`src/bdpc_pkg.sv`:
```
// shared types and constants for the button debounce and press classifier
// no dependencies
`default_nettype none

package bdpc_pkg;

    localparam int unsigned TIME_W = 32;
    localparam int unsigned CFG_W  = 16;
    localparam int unsigned APB_AW = 4;
    localparam int unsigned APB_DW = 32;

    // register indexes (byte address / 4)
    localparam logic [1:0] REG_DEBOUNCE  = 2'd0;
    localparam logic [1:0] REG_LONG_PRESS = 2'd1;
    localparam logic [1:0] REG_MIN_GAP   = 2'd2;

    localparam logic [CFG_W-1:0] DEBOUNCE_RST   = 16'd50;
    localparam logic [CFG_W-1:0] LONG_PRESS_RST = 16'd1000;
    localparam logic [CFG_W-1:0] MIN_GAP_RST    = 16'd300;

    typedef struct packed {
        logic [CFG_W-1:0] debounce_ms;
        logic [CFG_W-1:0] long_press_ms;
        logic [CFG_W-1:0] min_event_gap_ms;
    } cfg_t;

    typedef struct packed {
        logic valid;
        logic long_press;
    } event_t;

endpackage

`default_nettype wire

```
`src/bdpc_regs.sv`:
```
// apb configuration registers for the press classifier
// depends on bdpc_pkg
`default_nettype none

module bdpc_regs (
    input  wire logic                          aclk,
    input  wire logic                          aresetn,
    input  wire logic                          psel,
    input  wire logic                          penable,
    input  wire logic                          pwrite,
    input  wire logic [bdpc_pkg::APB_AW-1:0]   paddr,
    input  wire logic [bdpc_pkg::APB_DW-1:0]   pwdata,
    output logic      [bdpc_pkg::APB_DW-1:0]   prdata,
    output logic                               pready,
    output bdpc_pkg::cfg_t                     cfg
);
    import bdpc_pkg::*;

    logic [1:0]       reg_idx;
    logic             wr_en;
    cfg_t             cfg_reg;
    cfg_t             cfg_next;
    logic [CFG_W-1:0] rd_val;

    assign reg_idx = paddr[APB_AW-1:2];
    assign pready  = 1'b1;
    assign wr_en   = psel && penable && pwrite && pready;
    assign cfg     = cfg_reg;

    always_comb begin
        cfg_next = cfg_reg;
        if (wr_en) begin
            case (reg_idx)
                REG_DEBOUNCE:   cfg_next.debounce_ms      = pwdata[CFG_W-1:0];
                REG_LONG_PRESS: cfg_next.long_press_ms    = pwdata[CFG_W-1:0];
                REG_MIN_GAP:    cfg_next.min_event_gap_ms = pwdata[CFG_W-1:0];
                default:        cfg_next = cfg_reg;
            endcase
        end
    end

    always_comb begin
        case (reg_idx)
            REG_DEBOUNCE:   rd_val = cfg_reg.debounce_ms;
            REG_LONG_PRESS: rd_val = cfg_reg.long_press_ms;
            REG_MIN_GAP:    rd_val = cfg_reg.min_event_gap_ms;
            default:        rd_val = '0;
        endcase
    end

    assign prdata = {{(APB_DW-CFG_W){1'b0}}, rd_val};

    always_ff @(posedge aclk) begin
        if (!aresetn) begin
            cfg_reg.debounce_ms      <= DEBOUNCE_RST;
            cfg_reg.long_press_ms    <= LONG_PRESS_RST;
            cfg_reg.min_event_gap_ms <= MIN_GAP_RST;
        end else begin
            cfg_reg <= cfg_next;
        end
    end

endmodule

`default_nettype wire

```
`src/bdpc_core.sv`:
```
// debounce state and short/long press decision for one sample per cycle while step is high
// depends on bdpc_pkg
`default_nettype none

module bdpc_core (
    input  wire logic                          aclk,
    input  wire logic                          aresetn,
    input  wire logic                          step,
    input  wire logic                          level,
    input  wire logic [bdpc_pkg::TIME_W-1:0]   time_ms,
    input  wire bdpc_pkg::cfg_t                cfg,
    output bdpc_pkg::event_t                   evt
);
    import bdpc_pkg::*;

    logic              last_level_reg;
    logic              stable_level_reg;
    logic              long_reported_reg;
    logic [TIME_W-1:0] change_stamp_reg;
    logic [TIME_W-1:0] press_stamp_reg;
    logic [TIME_W-1:0] event_stamp_reg;

    logic              last_level_next;
    logic              stable_level_next;
    logic              long_reported_next;
    logic [TIME_W-1:0] change_stamp_next;
    logic [TIME_W-1:0] press_stamp_next;
    logic [TIME_W-1:0] event_stamp_next;

    logic              changed;
    logic [TIME_W-1:0] chg_diff;
    logic [TIME_W-1:0] press_diff;
    logic [TIME_W-1:0] hold_diff;
    logic [TIME_W-1:0] gap_diff;
    logic [TIME_W-1:0] debounce_ext;
    logic [TIME_W-1:0] long_ext;
    logic [TIME_W-1:0] gap_ext;
    logic              settled;
    logic              trans;
    logic              press;
    logic              release_ev;
    logic              gap_ok;
    logic              short_ev;
    logic              stable_eff;
    logic              long_rep_eff;
    logic              long_hit;
    logic              long_ev;

    assign debounce_ext = {{(TIME_W-CFG_W){1'b0}}, cfg.debounce_ms};
    assign long_ext     = {{(TIME_W-CFG_W){1'b0}}, cfg.long_press_ms};
    assign gap_ext      = {{(TIME_W-CFG_W){1'b0}}, cfg.min_event_gap_ms};

    always_comb begin
        changed      = level != last_level_reg;
        chg_diff     = changed ? '0 : time_ms - change_stamp_reg;
        settled      = chg_diff >= debounce_ext;
        trans        = settled && (level != stable_level_reg);
        press        = trans && level;
        release_ev   = trans && !level;
        press_diff   = time_ms - press_stamp_reg;
        gap_diff     = time_ms - event_stamp_reg;
        gap_ok       = gap_diff >= gap_ext;
        short_ev     = release_ev && !long_reported_reg && (press_diff < long_ext) && gap_ok;
        stable_eff   = trans ? level : stable_level_reg;
        long_rep_eff = press ? 1'b0 : long_reported_reg;
        hold_diff    = press ? '0 : press_diff;
        long_hit     = settled && stable_eff && !long_rep_eff && (hold_diff >= long_ext);
        long_ev      = long_hit && gap_ok;

        evt.valid      = short_ev || long_ev;
        evt.long_press = long_ev;

        last_level_next    = last_level_reg;
        stable_level_next  = stable_level_reg;
        long_reported_next = long_reported_reg;
        change_stamp_next  = change_stamp_reg;
        press_stamp_next   = press_stamp_reg;
        event_stamp_next   = event_stamp_reg;
        if (step) begin
            last_level_next = level;
            if (changed) begin
                change_stamp_next = time_ms;
            end
            if (settled) begin
                stable_level_next  = stable_eff;
                long_reported_next = long_rep_eff || long_hit;
            end
            if (press) begin
                press_stamp_next = time_ms;
            end
            if (short_ev || long_ev) begin
                event_stamp_next = time_ms;
            end
        end
    end

    always_ff @(posedge aclk) begin
        if (!aresetn) begin
            last_level_reg    <= 1'b0;
            stable_level_reg  <= 1'b0;
            long_reported_reg <= 1'b0;
            change_stamp_reg  <= '0;
            press_stamp_reg   <= '0;
            event_stamp_reg   <= '0;
        end else begin
            last_level_reg    <= last_level_next;
            stable_level_reg  <= stable_level_next;
            long_reported_reg <= long_reported_next;
            change_stamp_reg  <= change_stamp_next;
            press_stamp_reg   <= press_stamp_next;
            event_stamp_reg   <= event_stamp_next;
        end
    end

endmodule

`default_nettype wire

```
`src/button_debounce_press_classifier.sv`:
```
// top level: input register, classifier core, result register, apb registers
// depends on bdpc_pkg, bdpc_regs, bdpc_core
// Each request carries a button level and a millisecond time stamp. A sample
// is held in an input register, classified combinationally against the debounce
// state, and a short or long press event, if any, lands in a result register.
// One sample is taken every clock cycle when the result side keeps up; the
// rate is set by the state update loop of the core, which registers the new
// state of each sample as it is classified. A sample that makes an event
// moves from the input register into the result register once the result
// side has room. Samples that make no event give no result. Reset takes the
// released state with all time stamps at zero; registers at 0x0, 0x4, 0x8 hold
// debounce_ms, long_press_ms and min_event_gap_ms (16 bits each).
`default_nettype none

module button_debounce_press_classifier (
    input  wire logic                          aclk,
    input  wire logic                          aresetn,
    input  wire logic                          s_tvalid,
    output logic                               s_tready,
    input  wire logic [39:0]                   s_tdata,  // level, time_ms, zero pad
    output logic                               m_tvalid,
    input  wire logic                          m_tready,
    output logic      [7:0]                    m_tdata,  // long_press, zero pad
    input  wire logic                          psel,
    input  wire logic                          penable,
    input  wire logic                          pwrite,
    input  wire logic [bdpc_pkg::APB_AW-1:0]   paddr,
    input  wire logic [bdpc_pkg::APB_DW-1:0]   pwdata,
    output logic      [bdpc_pkg::APB_DW-1:0]   prdata,
    output logic                               pready
);
    import bdpc_pkg::*;

    cfg_t              cfg;
    event_t            evt;

    logic              in_vld_reg;
    logic              in_level_reg;
    logic [TIME_W-1:0] in_time_reg;
    logic              out_vld_reg;
    logic              out_long_reg;
    logic              advance;
    logic              step;

    assign advance  = !out_vld_reg || m_tready;
    assign step     = in_vld_reg && advance;
    assign s_tready = !in_vld_reg || advance;
    assign m_tvalid = out_vld_reg;
    assign m_tdata  = {7'd0, out_long_reg};

    bdpc_regs u_regs (
        .aclk    (aclk),
        .aresetn (aresetn),
        .psel    (psel),
        .penable (penable),
        .pwrite  (pwrite),
        .paddr   (paddr),
        .pwdata  (pwdata),
        .prdata  (prdata),
        .pready  (pready),
        .cfg     (cfg)
    );

    bdpc_core u_core (
        .aclk    (aclk),
        .aresetn (aresetn),
        .step    (step),
        .level   (in_level_reg),
        .time_ms (in_time_reg),
        .cfg     (cfg),
        .evt     (evt)
    );

    // input register
    always_ff @(posedge aclk) begin
        if (!aresetn) begin
            in_vld_reg <= 1'b0;
        end else if (s_tready) begin
            in_vld_reg <= s_tvalid;
        end
    end

    always_ff @(posedge aclk) begin
        if (s_tready && s_tvalid) begin
            in_level_reg <= s_tdata[0];
            in_time_reg  <= s_tdata[TIME_W:1];
        end
    end

    // result register
    always_ff @(posedge aclk) begin
        if (!aresetn) begin
            out_vld_reg <= 1'b0;
        end else if (advance) begin
            out_vld_reg <= step && evt.valid;
        end
    end

    always_ff @(posedge aclk) begin
        if (advance) begin
            out_long_reg <= evt.long_press;
        end
    end

    a_ready_when_empty: assert property (@(posedge aclk) disable iff (!aresetn)
        !m_tvalid |-> s_tready)
        else $error("input stalled while result register empty");

    a_result_from_item: assert property (@(posedge aclk) disable iff (!aresetn)
        $rose(m_tvalid) |-> $past(in_vld_reg))
        else $error("result without a sample in the input register");

    a_long_only_valid: assert property (@(posedge aclk) disable iff (!aresetn)
        (step && evt.long_press) |-> evt.valid)
        else $error("long press flagged without an event");

endmodule

`default_nettype wire

```
`config.mk`:
```
export PLATFORM = sky130hd
export DESIGN_NAME = button_debounce_press_classifier
export DESIGN_NICKNAME = d
export VERILOG_FILES = /design/src/bdpc_pkg.sv /design/src/bdpc_regs.sv /design/src/bdpc_core.sv /design/src/button_debounce_press_classifier.sv
export SDC_FILE = /design/constraint.sdc
export NUM_CORES = 1
export LEC_CHECK = 0
export ABC_AREA = 1
export BUFFER_PORTS_ARGS = -buffer_cell sky130_fd_sc_hd__buf_2
export CORE_MARGIN = 5
export CORE_UTILIZATION = 67
export DETAILED_ROUTE_END_ITERATION = 10
export PLACE_DENSITY_LB_ADDON = 0.3
export SYNTH_ARGS = -nofsm -noshare
export SYNTH_HDL_FRONTEND = slang
export SYNTH_SLANG_ARGS = --single-unit
```
`constraint.sdc`:
```
create_clock -name aclk -period 10.7 [get_ports aclk]
set_input_delay 1.605 -clock aclk [delete_from_list [all_inputs] [get_ports aclk]]
set_output_delay 1.605 -clock aclk [all_outputs]
set_load 0.02 [all_outputs]
```
==> summary.txt <==
Drt
  – Initial DRC Count: around 1800
  – Number of remaining DRC errors: 0
  – DR WL/cell: around 17 microns
  – DR pass1 iterations: 6
  – Via/cell ratio: 5.799
  – Routed via count: 16480
  – WL final: a little under 50000 microns
  – Post-route ant nets: 0

Critical path
  – RR Endpoint: u_core.event_stamp_reg[6]$_SDFFE_PN0P_
  – R2R Path Start: in_level_reg$_DFFE_PP_
  – Worst path slowest cell: xnor2_1
  – Critical Path RT: 11070 ps
  – CP endpoint kind: flop
  – Crit path arrival time: approximately 6600 ps
  – CP max FO: 32
  – R2R Setup Slk: between 4000 and 5000 ps
  – Slowest stage delay, CP: between 800 and 900 ps
  – CP startpoint kind: flop
  – Most numerous cell on the critical path: nand2_1
  – CP Class: reg2reg
  – FF-to-FF path depth: 30

Clock network
  – # hold bufs at CTS: 0
  – Resize count post-CTS: 0
  – Max clock buf depth: 2
  – Skew-Pair Late Insertion Delay: ~450 ps
  – TritonCTS clock tree: yes
  – TritonCTS Buffers: 17
  – Post-CTS setup repair buffer count: 0
  – Clk sinks: 183
  – Clock-pin slew of the registers on the worst-case setup and hold paths: roughly 80 ps
  – Root buffer cell: clkbuf_16
  – H-tree depth: 4

Die
  – Core area: between 20000 and 25000 sq um
  – # rows: 56
  – Chip Width: ~160 microns
  – Die H: roughly 160 microns
  – Die Area: about 27000 sq um
  – IO Count: approximately 130
  – Initial core utilization: approximately two thirds

Placement
  – GP Congestion: roughly 0.98
  – Port bufs: 76
  – Place WS: 4688 ps
  – Post-detail-place hpwl: between 30000 and 40000 microns
  – Placed cell count: about 2800

Worst hold path
  – WHS Path Cells: 2
  – Hold EP: u_core.press_stamp_reg[28]$_SDFFE_PN0P_
  – Hold Crit Class: reg2reg
  – Hold Startpoint: u_core.press_stamp_reg[28]$_SDFFE_PN0P_

Synth
  – Number of synthesized flops with an enable pin: 34
  – Gate Count Post-Synth: 2472
  – YS warnings: 0
  – Post-synthesis average cell area: ~6.4 sq um
  – Yosys cell types: 50
  – Register bit total from synthesis: about 180
  – Synthesized area: about 16000 sq um
  – FFs w/ async S/R, synth: 0%
  – Ys flop type: dfxtp_1
  – Post-synthesis sequential area ratio: between 20% and 30%

STA
  – Final worst slack: ~4500 ps
  – Final Hold Vio Count: 0
  – Final setup vio count: 0
  – RSZ-0062 raised after global routing: false
  – Worst Skew: between 20 and 25 ps
  – Min cycle time layout: 6186 ps
  – Fmax: about 160 MHz
  – Worst rel slew slack: between 20% and 30%
  – Final Cycle Share: around 58%
  – Worst-margin pin slew: between 1000 and 1500 ps
  – Fin. max-slew vios: 0
  – Setup TNS: 0 ps

Finish
  – Max reg flops: 48
  – Layout cell share with drive strength beyond 1: 7.570%
  – Area Growth Syn to Fin: 6.472%
  – Post-Layout Cell Count: 2842
  – Final core occ: 72.12%
  – # fillers: 2051
  – Post-layout nets: around 2800
  – ANT cells: 0

Power and ir drop
  – Total power: roughly 2.4 mW
  – Leakage: just over 8 nW
  – Peak supply drop: 0.1024 mV
  – Power per cell area: roughly 140 nW/um^2

Run status
  – Status: complete, no violations

Job
  – Max_cap viols: 0

GRT
  – Total gr overflow: 0
  – First-pass GRT wire length: 76640 microns
  – Vias in the first global route: roughly 15000
  – Initial antenna violation count: 0
  – GRT Total Usage: a little over a third
  – Largest net degree at the start of global routing: 96
-- cells by family after synthesis --
group | share of synthesized area (%)
AOI/OAI and AO/OA | 17.54
xor gates and xnor gates | 2.155
adders and majority gates | 12.69
buffers and inverters | 13.21
DFF | 25.26
other | 0.04738
and+or+nand+nor | 29.09
-- power breakdown --
| group | leakage [nW] | internal (mW) | switching (mW) |
|---|---|---|---|
| clock | 0.304 | 0.355 | 0.314 |
| sequential | 1.55 | 0.746 | 0.0392 |
| combinational | 6.36 | 0.311 | 0.614 |
| total | 8.22 | 1.41 | 0.967 |
-- final cells by class --
| cell class | count | area (sq um) | area share (%) |
|---|---|---|---|
| multi-input cells | 1799 | 9843 | 58.32 |
| well taps | 319 | 399.1 | 2.365 |
| flip-flops and latches | 183 | 4004 | 23.72 |
| repair buffers | 79 | 405.4 | 2.402 |
| clock buffers | 20 | 467.9 | 2.773 |
| clock inverters | 12 | 143.9 | 0.8525 |
| inverters | 430 | 1614 | 9.563 |
-- critical path, delay by kind of cell, from the launching register on --
family / cells / cell delay [ps]
flops: 1 / 520
xor+xnor: 1 / 820
compound gates: 9 / 1410
simple gates: 15 / 2180
fa+ha+maj: 2 / 560
buf+inv: 3 / 590
-- placed cells by master (no fill, tap or decap), types with 4 or more instances in the layout --
cell type	count
a21o_1	4
a21oi_1	228
a21oi_2	31
a31oi_1	6
buf_2	75
buf_4	4
clkbuf_16	18
conb_1	24
dfxtp_1	149
edfxtp_1	34
ha_1	156
inv_1	419
inv_2	8
inv_6	4
inv_8	5
nand2_1	627
nand2_2	13
nand3_1	97
nand3_2	5
nand3b_1	11
nand4_1	70
nor2_1	217
nor2_2	12
nor3_1	15
o211ai_1	18
o21a_1	5
o21ai_0	145
o21ai_1	19
o21bai_1	12
o221ai_1	15
xnor2_1	10
xor2_1	29
-- through the flow --
step,area (sq um),hold WS (ps)
floorplan,15930,433.1
global placement,16270,443.6
detailed placement,16270,450.1
CTS,16880,461.5
global route,16880,484.4
finish,16880,459.8
-- metal layers --
layer  GRT usage (%)  wire length (microns)  up-vias
li1                -                      -     8054
met1           44.95                  19570     7505
met2           61.56                  22840      756
met3           4.743                   3624      166
met4           17.35                   2522        0
met5               0                      0        -
-- synth_stat cells, types with 5 or more instances --
master    instances  share of area (%)
nand2_1         627                 15
inv_1           420                9.9
a21oi_1         228                7.2
nor2_1          218                5.2
ha_1            156                 12
dfxtp_1         149                 19
o21ai_0         145                4.6
nand3_1          97                3.1
nand4_1          70                2.8
clkbuf_1         39               0.92
edfxtp_1         34                6.4
a21oi_2          31                1.7
buf_4            31                1.5
xor2_1           29                1.6
o21ai_1          19               0.60
o211ai_1         18               0.85
nor3_1           15               0.47
o221ai_1         15               0.83
nand2_2          13               0.51
nor2_2           12               0.47
o21bai_1         12               0.57
nand3b_1         11               0.52
xnor2_1          10               0.55
inv_2             7               0.17
a31oi_1           6               0.24
buf_2             6               0.19
nand3_2           5               0.32
o21a_1            5               0.24
-- worst max path at each step --
stage	from	endpoint	slack, ps	cells past startpoint
final	in_level_reg$_DFFE_PP_	u_core.event_stamp_reg[6]$_SDFFE_PN0P_	4510	30
after global routing	in_level_reg$_DFFE_PP_	u_core.event_stamp_reg[7]$_SDFFE_PN0P_	3980	30
after CTS	in_level_reg$_DFFE_PP_	u_core.event_stamp_reg[7]$_SDFFE_PN0P_	4620	30
after detailed placement	in_level_reg$_DFFE_PP_	u_core.event_stamp_reg[2]$_SDFFE_PN0P_	4690	30
after global placement	in_level_reg$_DFFE_PP_	u_core.event_stamp_reg[4]$_SDFFE_PN0P_	4910	30
after floorplan	in_time_reg[6]$_DFFE_PP_	u_core.event_stamp_reg[22]$_SDFFE_PN0P_	6040	35
Note: power is estimated with default switching activity, not from simulation.
